## src/hw/rtl/mlfw_pkg.sv

```systemverilog
package mlfw_pkg;

    localparam int PROC_W = 4;
    localparam int MASK_W = 16;
    localparam int SLOT_W = 4;
    localparam int CNT_W  = 5;
    localparam int LOCK_W = 3;
    localparam int CMD_W  = 2;
    localparam int STAT_W = 2;

    localparam logic [CNT_W-1:0] SLOTS_PER_LOCK = 5'd16;

    localparam logic [CMD_W-1:0] CMD_WAIT   = 2'd0;
    localparam logic [CMD_W-1:0] CMD_SIGNAL = 2'd1;
    localparam logic [CMD_W-1:0] CMD_FINISH = 2'd2;

    localparam logic [STAT_W-1:0] STAT_CONT    = 2'd0;
    localparam logic [STAT_W-1:0] STAT_BLOCKED = 2'd1;
    localparam logic [STAT_W-1:0] STAT_ERROR   = 2'd2;

    typedef struct packed {
        logic              held;
        logic [PROC_W-1:0] owner;
        logic [SLOT_W-1:0] head;
        logic [CNT_W-1:0]  count;
        logic [MASK_W-1:0] wmask;
    } lock_entry_t;

endpackage

```

## src/hw/rtl/mlfw_lock_table.sv

```systemverilog
module mlfw_lock_table
    import mlfw_pkg::*;
#(
    parameter int NUM_LOCKS = 4,
    parameter int AW        = 2
)
(
    input  logic          clk,
    input  logic          rst_n,
    input  logic          rd_en,
    input  logic [AW-1:0] rd_addr,
    output lock_entry_t   rd_data,
    input  logic          wr_en,
    input  logic [AW-1:0] wr_addr,
    input  lock_entry_t   wr_data
);

    lock_entry_t mem [NUM_LOCKS];
    lock_entry_t rd_word_reg;
    logic [NUM_LOCKS-1:0] valid_reg;
    logic rd_valid_reg;

    // entries never written read as zero
    always_ff @(posedge clk or negedge rst_n)
    begin
        if (!rst_n)
        begin
            valid_reg    <= '0;
            rd_valid_reg <= 1'b0;
        end
        else
        begin
            if (wr_en)
            begin
                valid_reg[wr_addr] <= 1'b1;
            end
            if (rd_en)
            begin
                rd_valid_reg <= valid_reg[rd_addr];
            end
        end
    end

    always_ff @(posedge clk)
    begin
        if (wr_en)
        begin
            mem[wr_addr] <= wr_data;
        end
        if (rd_en)
        begin
            rd_word_reg <= mem[rd_addr];
        end
    end

    assign rd_data = rd_valid_reg ? rd_word_reg : '0;

endmodule

```

## src/hw/rtl/mlfw_wait_ram.sv

```systemverilog
module mlfw_wait_ram
    import mlfw_pkg::*;
#(
    parameter int DEPTH = 64,
    parameter int AW    = 6
)
(
    input  logic              clk,
    input  logic              rd_en,
    input  logic [AW-1:0]     rd_addr,
    output logic [PROC_W-1:0] rd_data,
    input  logic              wr_en,
    input  logic [AW-1:0]     wr_addr,
    input  logic [PROC_W-1:0] wr_data
);

    logic [PROC_W-1:0] mem [DEPTH];
    logic [PROC_W-1:0] rd_data_reg;

    always_ff @(posedge clk)
    begin
        if (wr_en)
        begin
            mem[wr_addr] <= wr_data;
        end
        if (rd_en)
        begin
            rd_data_reg <= mem[rd_addr];
        end
    end

    assign rd_data = rd_data_reg;

endmodule

```

## src/hw/rtl/mutex_lock_with_fifo_waiters.sv

```systemverilog
// an accepted input beat passes through ST_ENT and ST_EXEC; its result beat is registered
// on m_tdata; ST_EXEC holds while an earlier result is stalled; only ST_IDLE takes new items
// the lock entry read and the dependent wait queue read are synchronous memory reads
// the output register lets the next item enter while a result waits
// reset: asynchronous active low; all locks free, queues empty, masks clear
module mutex_lock_with_fifo_waiters
    import mlfw_pkg::*;
#(
    parameter int NUM_LOCKS = 4,
    parameter int MAX_PROCS = 16
)
(
    input  logic       clk,
    input  logic       rst_n,
    input  logic       s_tvalid,
    output logic       s_tready,
    input  logic [1:0] s_tuser,   // cmd
    input  logic [7:0] s_tdata,   // lock_index, proc_id
    output logic       m_tvalid,
    input  logic       m_tready,
    output logic [7:0] m_tdata    // status, wake_valid, wake_id
);

    localparam int LK_AW = (NUM_LOCKS > 1) ? $clog2(NUM_LOCKS) : 1;
    localparam int WQ_AW = LK_AW + SLOT_W;
    localparam logic [LOCK_W:0] LOCK_LIM = (LOCK_W + 1)'(NUM_LOCKS);
    localparam logic [PROC_W:0] PROC_LIM = (PROC_W + 1)'(MAX_PROCS);

    localparam logic [1:0] ST_IDLE = 2'd0;
    localparam logic [1:0] ST_ENT  = 2'd1;
    localparam logic [1:0] ST_EXEC = 2'd2;

    logic [1:0] state_reg, state_next;
    logic [CMD_W-1:0]  cmd_reg;
    logic [LOCK_W-1:0] lk_reg;
    logic [PROC_W-1:0] pid_reg;
    logic [MASK_W-1:0] blocked_reg, blocked_next;
    logic [MASK_W-1:0] finished_reg, finished_next;
    logic              out_valid_reg;
    logic [7:0]        out_data_reg;

    logic s_fire, exec_fire;
    lock_entry_t ent, ent_next;
    logic tbl_we;
    logic [PROC_W-1:0] wq_q;
    logic wq_we;
    logic [SLOT_W-1:0] wq_slot;
    logic [WQ_AW-1:0] wq_waddr;
    logic [MASK_W-1:0] pbit, nbit;
    logic own;
    logic [STAT_W-1:0] status;
    logic wv;
    logic [PROC_W-1:0] wid;

    assign s_tready  = (state_reg == ST_IDLE);
    assign s_fire    = s_tvalid && s_tready;
    assign exec_fire = (state_reg == ST_EXEC) && (!out_valid_reg || m_tready);
    assign m_tvalid  = out_valid_reg;
    assign m_tdata   = out_data_reg;

    mlfw_lock_table #(
        .NUM_LOCKS (NUM_LOCKS),
        .AW        (LK_AW)
    ) u_tbl (
        .clk     (clk),
        .rst_n   (rst_n),
        .rd_en   (s_fire),
        .rd_addr (s_tdata[LK_AW-1:0]),
        .rd_data (ent),
        .wr_en   (tbl_we && exec_fire),
        .wr_addr (lk_reg[LK_AW-1:0]),
        .wr_data (ent_next)
    );

    mlfw_wait_ram #(
        .DEPTH (NUM_LOCKS * (1 << SLOT_W)),
        .AW    (WQ_AW)
    ) u_wq (
        .clk     (clk),
        .rd_en   (state_reg == ST_ENT),
        .rd_addr ({lk_reg[LK_AW-1:0], ent.head}),
        .rd_data (wq_q),
        .wr_en   (wq_we && exec_fire),
        .wr_addr (wq_waddr),
        .wr_data (pid_reg)
    );

    assign pbit     = MASK_W'(1) << pid_reg;
    assign nbit     = MASK_W'(1) << wq_q;
    assign own      = ent.held && (ent.owner == pid_reg);
    assign wq_slot  = ent.head + ent.count[SLOT_W-1:0];
    assign wq_waddr = {lk_reg[LK_AW-1:0], wq_slot};

    always_comb
    begin
        status        = STAT_CONT;
        wv            = 1'b0;
        wid           = '0;
        ent_next      = ent;
        tbl_we        = 1'b0;
        wq_we         = 1'b0;
        blocked_next  = blocked_reg;
        finished_next = finished_reg;
        if ({1'b0, pid_reg} >= PROC_LIM)
        begin
            status = STAT_ERROR;
        end
        else
        begin
            case (cmd_reg)
                CMD_FINISH:
                begin
                    finished_next = finished_reg | pbit;
                end
                CMD_WAIT:
                begin
                    if ({1'b0, lk_reg} >= LOCK_LIM)
                    begin
                        status = STAT_ERROR;
                    end
                    else if (own)
                    begin
                        status = STAT_CONT;
                    end
                    else if (!ent.held)
                    begin
                        ent_next.held  = 1'b1;
                        ent_next.owner = pid_reg;
                        tbl_we         = 1'b1;
                    end
                    else
                    begin
                        blocked_next = blocked_reg | pbit;
                        if (((ent.wmask & pbit) == '0) && (ent.count < SLOTS_PER_LOCK))
                        begin
                            wq_we          = 1'b1;
                            ent_next.count = ent.count + CNT_W'(1);
                            ent_next.wmask = ent.wmask | pbit;
                            tbl_we         = 1'b1;
                        end
                        status = STAT_BLOCKED;
                    end
                end
                CMD_SIGNAL:
                begin
                    if ({1'b0, lk_reg} >= LOCK_LIM)
                    begin
                        status = STAT_ERROR;
                    end
                    else if (own)
                    begin
                        tbl_we = 1'b1;
                        if (ent.count == '0)
                        begin
                            ent_next.held  = 1'b0;
                            ent_next.owner = '0;
                        end
                        else
                        begin
                            ent_next.head  = ent.head + SLOT_W'(1);
                            ent_next.count = ent.count - CNT_W'(1);
                            ent_next.wmask = ent.wmask & ~nbit;
                            blocked_next   = blocked_reg & ~nbit;
                            // a finished waiter is dropped and the signaller keeps the lock
                            if ((finished_reg & nbit) == '0)
                            begin
                                ent_next.owner = wq_q;
                                wv             = 1'b1;
                                wid            = wq_q;
                            end
                        end
                    end
                end
                default:
                begin
                    status = STAT_ERROR;
                end
            endcase
        end
    end

    always_comb
    begin
        state_next = state_reg;
        case (state_reg)
            ST_IDLE:
            begin
                if (s_fire)
                begin
                    state_next = ST_ENT;
                end
            end
            ST_ENT:
            begin
                state_next = ST_EXEC;
            end
            ST_EXEC:
            begin
                if (exec_fire)
                begin
                    state_next = ST_IDLE;
                end
            end
            default:
            begin
                state_next = ST_IDLE;
            end
        endcase
    end

    always_ff @(posedge clk or negedge rst_n)
    begin
        if (!rst_n)
        begin
            state_reg     <= ST_IDLE;
            blocked_reg   <= '0;
            finished_reg  <= '0;
            out_valid_reg <= 1'b0;
        end
        else
        begin
            state_reg <= state_next;
            if (exec_fire)
            begin
                blocked_reg   <= blocked_next;
                finished_reg  <= finished_next;
                out_valid_reg <= 1'b1;
            end
            else if (m_tready)
            begin
                out_valid_reg <= 1'b0;
            end
        end
    end

    always_ff @(posedge clk)
    begin
        if (s_fire)
        begin
            cmd_reg <= s_tuser;
            lk_reg  <= s_tdata[2:0];
            pid_reg <= s_tdata[6:3];
        end
        if (exec_fire)
        begin
            out_data_reg <= {1'b0, wid, wv, status};
        end
    end

endmodule

```

## config.mk

```make
export PLATFORM = sky130hd
export DESIGN_NAME = mutex_lock_with_fifo_waiters
export DESIGN_NICKNAME = d
export VERILOG_FILES = /design/src/hw/rtl/mlfw_pkg.sv /design/src/hw/rtl/mlfw_lock_table.sv /design/src/hw/rtl/mlfw_wait_ram.sv /design/src/hw/rtl/mutex_lock_with_fifo_waiters.sv
export SDC_FILE = /design/constraint.sdc
export NUM_CORES = 1
export LEC_CHECK = 0
export BUFFER_PORTS_ARGS = -buffer_cell sky130_fd_sc_hd__buf_2
export CAP_MARGIN = 20
export CORE_UTILIZATION = 50
export CTS_CLUSTER_SIZE = 40
export DETAILED_ROUTE_END_ITERATION = 7
export PLACE_DENSITY = 0.79
export SYNTH_ARGS = -nofsm -noshare
export SYNTH_HDL_FRONTEND = slang
export SYNTH_HIERARCHICAL = 1
export SYNTH_SLANG_ARGS = --single-unit
```

## constraint.sdc

```tcl
create_clock -name clk -period 5.2 [get_ports clk]
set_input_delay 0.26 -clock clk [delete_from_list [all_inputs] [get_ports clk]]
set_output_delay 0.26 -clock clk [all_outputs]
set_load 0.05 [all_outputs]
```

After elaboration in Yosys (flattened, before gate mapping):

Memory sizes are Yosys's and may differ from the RTL's. A register that Yosys moved wholly into a read port is not among the register bits.
Cells that the tools add are included.

* $add $sub $neg: 4
* equal/unequal tests: 7
* order comparisons: 5
* reduce and logical (&&, ||, !) cells: 19
* multiplexer cells: 47
* bitwise operators: 10
* shift operators: 2

Operators with widths (number)
* 2-to-1 mux 30 bit: 3
* 2-to-1 mux 21 bit: 4
* AND 16 bit: 3
* one-hot mux 21 bit (2 select lines): 1
* logical NOT 16 bit: 2
* OR 16 bit: 2
* << shifter 1 x 4 -> 16 bit, first input constant: 2
* 2-to-1 mux 25 bit: 1
* 2-to-1 mux 1 bit: 22
* 2-to-1 mux 4 bit: 4
* inverter 16 bit: 1
* one-hot mux 2 bit (3 select lines): 2
* 2-to-1 mux 5 bit: 2
* one-hot mux 5 bit (2 select lines): 1
* 2-to-1 mux 2 bit: 4
* logical AND 1 bit: 7
* < comparator 2 x 3 -> 1 bit, second input constant: 2
* adder 5 x 1 -> 5 bit, second input constant: 1
* logical NOT 5 bit: 1
* < comparator 5 bit, second input constant: 1
* OR reduction 5 bit: 1
* subtractor 5 x 1 -> 5 bit, second input constant: 1
* adder 4 x 1 -> 4 bit, second input constant: 1
* adder 4 bit: 1
* other kinds (18): 24

* register bits after elaboration: 40
* memories: 2
* word-level logic and storage cells: 107
* output and inout bits: 10
* input port bits: 14
* RAM bits: 376

Memory list
* u_wq.mem: words 64, width 4, read ports 1, clocked after Yosys merged registers in 1, wr ports 1, line mlfw_wait_ram.sv:17 `logic [PROC_W-1:0] mem [DEPTH];`
* u_tbl.mem: words 4, width 30, read ports 1, clocked after Yosys merged registers in 1, wr ports 1, line mlfw_lock_table.sv:18 `lock_entry_t mem [NUM_LOCKS];`

Longest topological paths before layout:

Gate-level depths: netlist of run 1.

* depth after elaboration: 12
* gate-level depth with buffers: 12
* gate-level depth less buffers: 10

Hierarchy:

Netlist of run 1, hierarchy kept.

Modules (own cells, without submodules)
* mlfw_wait_ram: sequential area each 7807.5 um^2, times used 1, area each 10447.5 um^2, cells an instance 521
* mlfw_lock_table: sequential area each 4629.4 um^2, times used 1, area each 5691.7 um^2, cells an instance 240
* mutex_lock_with_fifo_waiters: sequential area each 955.9 um^2, times used 1, area each 2603.7 um^2, cells an instance 275

Worst setup path before layout of run 1:

No wires, ideal clock.

* kind: register -> register
* from: reg pid_reg[1]
* to: mem u_tbl/mem[0][0] (netlist bit) (enable)
* arrival time: 4948 ps
* cell stages (with the launch flop): 10
* path buffers: 2
* setup time: 463 ps
* data required time: 4737 ps
* path slack: -211 ps
* cell sequence: edfxtp_1 -> buf_6 -> buf_4 -> mux2i_1 -> o22ai_1 -> o21a_1 -> a311oi_4 -> nand3_1 -> a21oi_1 -> nor3b_1

* word-level cells in the longest chain between the ends: 12
* elaborated cells on any way between the ends: 16
* classes of those cells: 1 x eq/ne; 1 x shift; 9 x mux; 1 x bitwise; 4 x reduce/logical

RTL lines
* start: declaration: line mutex_lock_with_fifo_waiters.sv:36 `logic [PROC_W-1:0] pid_reg;`
* start signal: assignment: line mutex_lock_with_fifo_waiters.sv:242 `pid_reg <= s_tdata[6:3];`
* << shifter 1 x 4 -> 16 bit: line mutex_lock_with_fifo_waiters.sv:88 `assign pbit = MASK_W'(1) << pid_reg;`
* AND 16 bit: line mutex_lock_with_fifo_waiters.sv:134 `if (((ent.wmask & pbit) == '0) && (ent.count < SLOTS_PER_LOCK))`
* logical NOT 16 bit: line mutex_lock_with_fifo_waiters.sv:134
* logical AND 1 bit: line mutex_lock_with_fifo_waiters.sv:134
* 2-to-1 mux 1 bit: line mutex_lock_with_fifo_waiters.sv:134
* 2-to-1 mux 1 bit: line mutex_lock_with_fifo_waiters.sv:125 `else if (!ent.held)`
* 2-to-1 mux 1 bit: line mutex_lock_with_fifo_waiters.sv:121 `else if (own)`
* 2-to-1 mux 1 bit: line mutex_lock_with_fifo_waiters.sv:117 `if ({1'b0, lk_reg} >= LOCK_LIM)`
* one-hot mux 1 bit (2 select lines) *: line mutex_lock_with_fifo_waiters.sv:110 `case (cmd_reg)`
* logical AND 1 bit *: line mutex_lock_with_fifo_waiters.sv:70 `.wr_en (tbl_we && exec_fire),`
* 2-to-1 mux 1 bit *: line mlfw_lock_table.sv:46 `if (wr_en)`
* 2-to-1 mux 1 bit (implied by the code) *: line mlfw_lock_table.sv:48 `mem[wr_addr] <= wr_data;`
* end: declaration: line mlfw_lock_table.sv:18

Every way passes the cells marked *; elsewhere a longest branch is shown, timed or not.

==> results of run 1 <==
[metal layers]
| layer | vias up | global-route usage, % | share of wire (%) |
|---|---|---|---|
| met3 | 100 | 3.68 | 8.8 |
| met4 | 0 | 7.73 | 3.1 |
| met1 | 5081 | 28.9 | 40 |
| met2 | 575 | 32.9 | 48 |
| li1 | 4267 | - | - |
| met5 | - | 0 | 0 |
[kinds of logic (layout without fill, tap and decap cells)]
family	after synthesis	in the layout	share of synthesized area [%]
AO/OA/AOI/OAI	132	132	5.21
XOR/XNOR	11	11	0.514
adder cells (fa/ha/maj)	7	7	0.507
buffers and inverters	66	141	2.34
flip-flops	450	450	71.5
multiplexers	110	110	12.7
other	1	1	0.0200
AND/OR/NAND/NOR	259	259	7.26
[where the power goes]
group	internal, mW	total [mW]	switching (mW)
Sequential	4.24	4.37	0.130
Clock	1.88	3.16	1.28
Combinational	0.629	1.68	1.05
[metrics by stage]
step / hold slack, ns / util, %
finish: 0.0419 / 56.4
global route: 0.0459 / 56.4
CTS: 0.0213 / 56.4
detailed placement: 0.295 / 52.2
global placement: 0.276 / 52.2
floorplan: -0.0356 / -
[layout by cell type (no fill, tap or decap), types with 5 or more instances in the layout]
cell,n
ha_1,6
xnor2_1,9
mux4_1,20
nor2_1,89
nand4_1,7
clkinv_1,8
nand3_1,17
clkinv_2,6
o221ai_1,9
edfxtp_1,426
buf_4,20
nor2b_1,16
nor3_1,7
a21oi_1,10
clkbuf_1,11
mux2i_1,12
nand2_1,25
or2_2,8
bufinv_16,6
mux4_2,76
and2_1,31
a21o_1,11
a22oi_1,9
clkbuf_16,45
dfrtp_1,24
o21ai_0,23
and3_1,5
o21bai_1,5
o31ai_1,16
nand2b_1,20
dlygate4sd3_1,9
inv_1,12
a31o_2,6
o22ai_1,5
buf_2,21
a22o_1,10
nand3b_1,5
[timing repair]
item / 4_1_cts / 5_1_grt
setup endpoints to repair: 0 / 0
hold endpoints to repair: 32 / 0
hold buffers: 9 / 0
[tightest hold or removal path: stages]
cell and delay [ns]:
buf_2 0.08, nand2b_1 0.15, nand2_1 0.07
[layout make-up]
type | count | area share [%]
inverters | 13 | 0.235
repair buffers | 50 | 1.67
multi-input cells | 520 | 23.8
clock buffers | 56 | 5.63
clock inverters | 22 | 1.26
well taps | 468 | 2.82
flip-flops and latches | 450 | 64.6
[worst paths after layout]
kind / start / endpoint / slack [ns] / cells after the start
setup / recovery: u_tbl/rd_valid_reg / u_wq/mem[14][2] / 0.60 / 10
hold reg to reg: finished_reg[5] / finished_reg[5] / 0.46 / 1
min in group asynchronous: rst_n / m_tvalid / 0.25 / 2
hold / removal: m_tready / m_tvalid / 0.04 / 3
setup reg to reg: u_tbl/rd_valid_reg / u_wq/mem[14][2] / 0.60 / 10
max in group asynchronous: rst_n / u_tbl/valid_reg[2] / 4.56 / 2
==> results_dict.tcl, run 1 <==
set metrics [dict create \
    grt_setup_unrepaired "false" \
    ys_seq_area_share_pct 71.5 \
    ys_dominant_reg_cell "edfxtp_1" \
    total_leakage_power_nw 6.73 \
    grt_antenna_before_repair 0 \
    cp_max_fo 31 \
    fillers 2636 \
    pre_cts_slack_ns 0.648 \
    drc_errors 0 \
    yosys-top-cells-count "edfxtp_1 (426), nor2_1 (90), mux4_2 (76), and2_1 (34), nand2_1 (25)" \
    routed_via_density 6.35 \
    ys_warn_count 6 \
    ioPinCount 24 \
    cts_buffers 43 \
    syn_nets 1057 \
    die_area_mm2 0.0383 \
    fmax_ghz 0.217 \
    clock-skew-final_ns 0.0141 \
    largest_reg_flops 256 \
    clock-sinks 450 \
    synthArstFlopShare_pct 5.33 \
    wirelength_um 38500 \
    critPathArrivalTime_ns 4.81 \
    cpMostUsedCell "nor2_1" \
    setup_viol 0 \
    vdd_drop_max_mv 0.294 \
    finalCritPeriodShare_pct 88.5 \
    avgSynthCellArea_um2 18.1 \
    cts_root_buffer "clkbuf_16" \
    synthTopCellsByArea "edfxtp_1 (68%), mux4_2 (9.1%), dfrtp_1 (3.2%)" \
    ys_ff_latch 450 \
    synth-edff-count 426 \
    cap_violations 0 \
    diodes 0 \
    layout.cells.non_filler 1579 \
    clkTransAtPathRegs_ns 0.06 \
    tns_ns 0 \
    ant_nets 0 \
    outcome "finished clean" \
    grt_usage_pct 20.7 \
    finalWorstPathRequiredPeriod_ns 4.60 \
    maxSlewHeadroom_pct 23.5 \
    clkLatencyLatePin_ns 0.55 \
    drtIter0Drc 1115 \
    path_class "flop to flop" \
    die_x_um 196 \
    worst_pin_slew_ns 1.14 \
    final_cell_area_mm2 0.0207 \
    critPathRequiredTime_ns 5.41 \
    htree_levels 2 \
    multi_input_area_mm2 0.00493 \
    portBuffers 21 \
    clockBufferDepth 3 \
    drive_above_1_share_pct 18.5 \
    grt_pass1_wl_um 59700 \
    grt.overflow.total 0 \
    synth_top_area_share_pct 68.3 \
    cts_tree "done" \
    cts-resized-gates 0 \
    hold_viol_final 0 \
    worstSetupEndpointType "flop" \
    grt_pass1_vias 10200 \
    via_count 10000 \
    slew_viol_final 0 \
    synth_cells 1036 \
    slowest_stage "dfrtp_1" \
    first_pass_iters 5 \
    hold_class "primary input to flop" \
    synth_cell_types 75 \
    start_util_pct 51.0 \
    crit_family "simple AND/OR/NAND/NOR gates" \
    syn_to_final_growth_pct 10.6 \
    place_congestion 0.902 \
    regArea_mm2 0.0134 \
    synth_top_area_cell "edfxtp_1" \
    dpl.hpwl_um 22400 \
    rows 70 \
    post_cts_buffers 0 \
    max_stage_delay_ns 0.74 \
    synth_area_mm2 0.0187 \
    grt_max_degree 71 \
    path_cells "and2_1 -> mux2i_1 -> o22ai_1 -> o21a_1 -> a311oi_4 -> nand2_4 -> nor2_1 -> nor2b_1 -> nand3_1 -> nor2_1" \
    power_mw 9.21 \
    core_mm2 0.0368 \
    setup_ws_ns 0.598 \
    synth_most_common_cell "edfxtp_1" \
    powerDensity_mw_per_mm2 444 \
    placed_cell_area_mm2 0.0192 \
    cp-start-kind "flop" \
    placed_cells 1492 \
    nets 1099 \
    fp.dieH_um 196 \
    critical_path_buf_inv_count 0 \
    wire_per_inst_um 24.4 \
]
(Power assumes the default switching activity.)
==> run 2, diff against run 1 <==
--- a/config.mk
+++ b/config.mk
@@ -14,4 +14,3 @@
 export SYNTH_ARGS = -nofsm -noshare
 export SYNTH_HDL_FRONTEND = slang
-export SYNTH_HIERARCHICAL = 1
 export SYNTH_SLANG_ARGS = --single-unit
==> constraint.sdc (replaced) <==
create_clock -name clk -period 5.2 [get_ports clk]
set_input_delay 1.04 -clock clk [delete_from_list [all_inputs] [get_ports clk]]
set_output_delay 1.04 -clock clk [all_outputs]
set_load 0.05 [all_outputs]
==> results_dict.tcl, run 2 <==
set metrics [dict create \
    first_pass_iters 5 \
    synth_xor_area_share_pct 0.561 \
    grt_antenna_before_repair 0 \
    ys_ff_latch 450 \
    grt_pass1_vias 10500 \
    synth_top_area_cell "edfxtp_1" \
    final_cell_area_mm2 0.0207 \
    dpl.hpwl_um 23600 \
    avgSynthCellArea_um2 17.0 \
    cts_root_buffer "clkbuf_16" \
    crit_family "compound AO/OA/AOI/OAI gates" \
    total_leakage_power_nw 6.73 \
    htree_levels 2 \
    cts_tree "done" \
    maxSlewHeadroom_pct 36.6 \
    tns_ns 0 \
    layout_commonest_cell "edfxtp_1" \
    grt_max_degree 65 \
    synthTopCellsByArea "edfxtp_1 (68%), mux4_2 (9.5%), dfrtp_1 (3.2%)" \
    synth_compound_area_share_pct 7.28 \
    ant_nets 0 \
    cts-resized-gates 0 \
    slew_viol_final 0 \
    start_util_pct 51.0 \
    ys_seq_area_share_pct 71.5 \
    grt_usage_pct 21.5 \
    largest_reg_flops 256 \
    synthArstFlopShare_pct 5.33 \
    cap_violations 0 \
    max_stage_delay_ns 0.78 \
    ioPinCount 24 \
    hold_class "flop to flop" \
    yosys.area_share.simple_pct 7.22 \
    finalWorstPathRequiredPeriod_ns 3.89 \
    portBuffers 21 \
    synth_mux_area_share_pct 10.9 \
    core_mm2 0.0367 \
    cp-start-kind "flop" \
    critPathArrivalTime_ns 4.07 \
    grt.overflow.total 0 \
    slowest_stage "edfxtp_1" \
    drtIter0Drc 1228 \
    vdd_drop_max_mv 0.296 \
    drc_errors 0 \
    drive_above_1_share_pct 18.7 \
    clock-skew-final_ns 0.0525 \
    finalCritPeriodShare_pct 74.8 \
    yosys.area_share.adder_pct 0.508 \
    fmax_ghz 0.257 \
    fp.dieH_um 196 \
    synth_top_area_share_pct 68.3 \
    nets 1145 \
    critical_path_buf_inv_count 2 \
    fillers 2711 \
    clkLatencyLatePin_ns 0.59 \
    clkTransAtPathRegs_ns 0.06 \
    ys_dominant_reg_cell "edfxtp_1" \
    syn_nets 1123 \
    hold_viol_final 0 \
    synth_area_mm2 0.0187 \
    path_cells "buf_4 -> o41a_1 -> nand4_1 -> a211oi_1 -> a31oi_2 -> nor3_4 -> buf_4" \
    placed_cell_area_mm2 0.0193 \
    synth_cells 1102 \
    outcome "finished clean" \
    setup_viol 0 \
    synth_top_family_by_area "multiplexers" \
    grt_setup_unrepaired "false" \
    diodes 0 \
    yosys-top-cells-count "edfxtp_1 (426), nor2_1 (99), mux4_2 (79), and2_0 (33), o22ai_1 (32)" \
    via_count 10300 \
    cts_buffers 45 \
    synth_most_common_cell "edfxtp_1" \
    ctsHoldBuffers 0 \
    powerDensity_mw_per_mm2 436 \
    rows 70 \
    synth_cell_types 70 \
    synth-edff-count 426 \
    die_area_mm2 0.0382 \
    clockBufferDepth 3 \
    wire_per_inst_um 24.6 \
    clock-sinks 450 \
    most-common-layout-cells "edfxtp_1 (426), nor2_1 (96), mux4_2 (79)" \
    place_congestion 0.867 \
    path_class "flop to flop" \
    worstSetupEndpointType "flop" \
    ys_warn_count 0 \
    worst_pin_slew_ns 0.951 \
    critPathRequiredTime_ns 5.38 \
    cpMostUsedCell "buf_4" \
    grt_pass1_wl_um 62200 \
    die_x_um 196 \
    routed_via_density 6.31 \
    cp_max_fo 45 \
    post_cts_buffers 0 \
    syn_to_final_growth_pct 10.8 \
    wirelength_um 40100 \
]
run 2: changes by cell type in the layout (fill, tap and decap cells not counted), moves of 11 or more:
cell     delta
a32o_1     +17
o22ai_1    +27
o31ai_1    -13
and2_1     -26
and2_0     +33
a221o_1    +17
mux2_2     +17
nand3_1    +11
mux4_1     -20
run 2: layout make-up:
cell class                      instances  area (um^2)  share of cell area [%]
Sequential cell                       450        13400                    64.6
Multi-Input combinational cell        567         4980                    24.0
Clock buffer                           54         1160                    5.59
Tap cell                              468          586                    2.82
Timing Repair Buffer                   43          283                    1.36
Clock inverter                         29          278                    1.34
Inverter                               17         63.8                   0.308
run 2: path summary, 6_finish.rpt:
| kind | from | endpoint | slack, ns | cells past startpoint |
|---|---|---|---|---|
| setup / recovery | pid_reg[2] | u_tbl.mem[0][2] | 1.31 | 7 |
| hold reg to reg | finished_reg[0] | finished_reg[0] | 0.45 | 1 |
| setup reg to reg | pid_reg[2] | u_tbl.mem[0][2] | 1.31 | 7 |
| min in group asynchronous | rst_n | state_reg[0] | 0.46 | 1 |
| hold / removal | finished_reg[0] | finished_reg[0] | 0.45 | 1 |
| max in group asynchronous | rst_n | u_tbl.rd_valid_reg | 4.33 | 1 |
run 2: worst register-to-register path, stage by stage, from the launching register on:
cell      delay, ns
edfxtp_1       0.78
buf_4          0.57
o41a_1         0.25
nand4_1        0.26
a211oi_1       0.62
a31oi_2        0.37
nor3_4         0.20
buf_4          0.48
run 2: metal layers:
layer	GRT usage, %	part of all wire (%)	wire (um)	vias to the layer above
met4	8.25	3.3	1300	0
met2	35.2	49	19700	483
li1	-	-	-	4496
met5	0	0	0	-
met3	3.78	7.7	3090	89
met1	29.0	40	15900	5199
run 2: through the flow:
stage | util [%] | hold slack [ns] | setup slack [ns] | total power, mW | std cells
2_1_floorplan | - | 0.420 | 0.782 | 5.50 | 1102
3_3_place_gp | 52.6 | 0.434 | 1.46 | 5.89 | 1544
3_5_place_dp | 52.6 | 0.438 | 1.37 | 5.94 | 1544
4_1_cts | 56.5 | 0.451 | 1.32 | 9.07 | 1627
5_1_grt | 56.5 | 0.469 | 1.06 | 9.34 | 1628
6_report | 56.5 | 0.453 | 1.31 | 9.05 | 1628
run 2: where the power goes:
part	switching [mW]	internal (mW)	total (mW)
clock	1.38	1.76	3.14
sequential	0.197	4.25	4.44
combinational	0.943	0.526	1.47
run 2: kinds of logic after synthesis:
logic type                 count (synthesis)
and+or+nand+nor                          264
DFF                                      450
other                                      1
adders and majority gates                  7
xor gates and xnor gates                  12
buffers and inverters                     85
AOI/OAI and AO/OA                        180
muxes                                    103
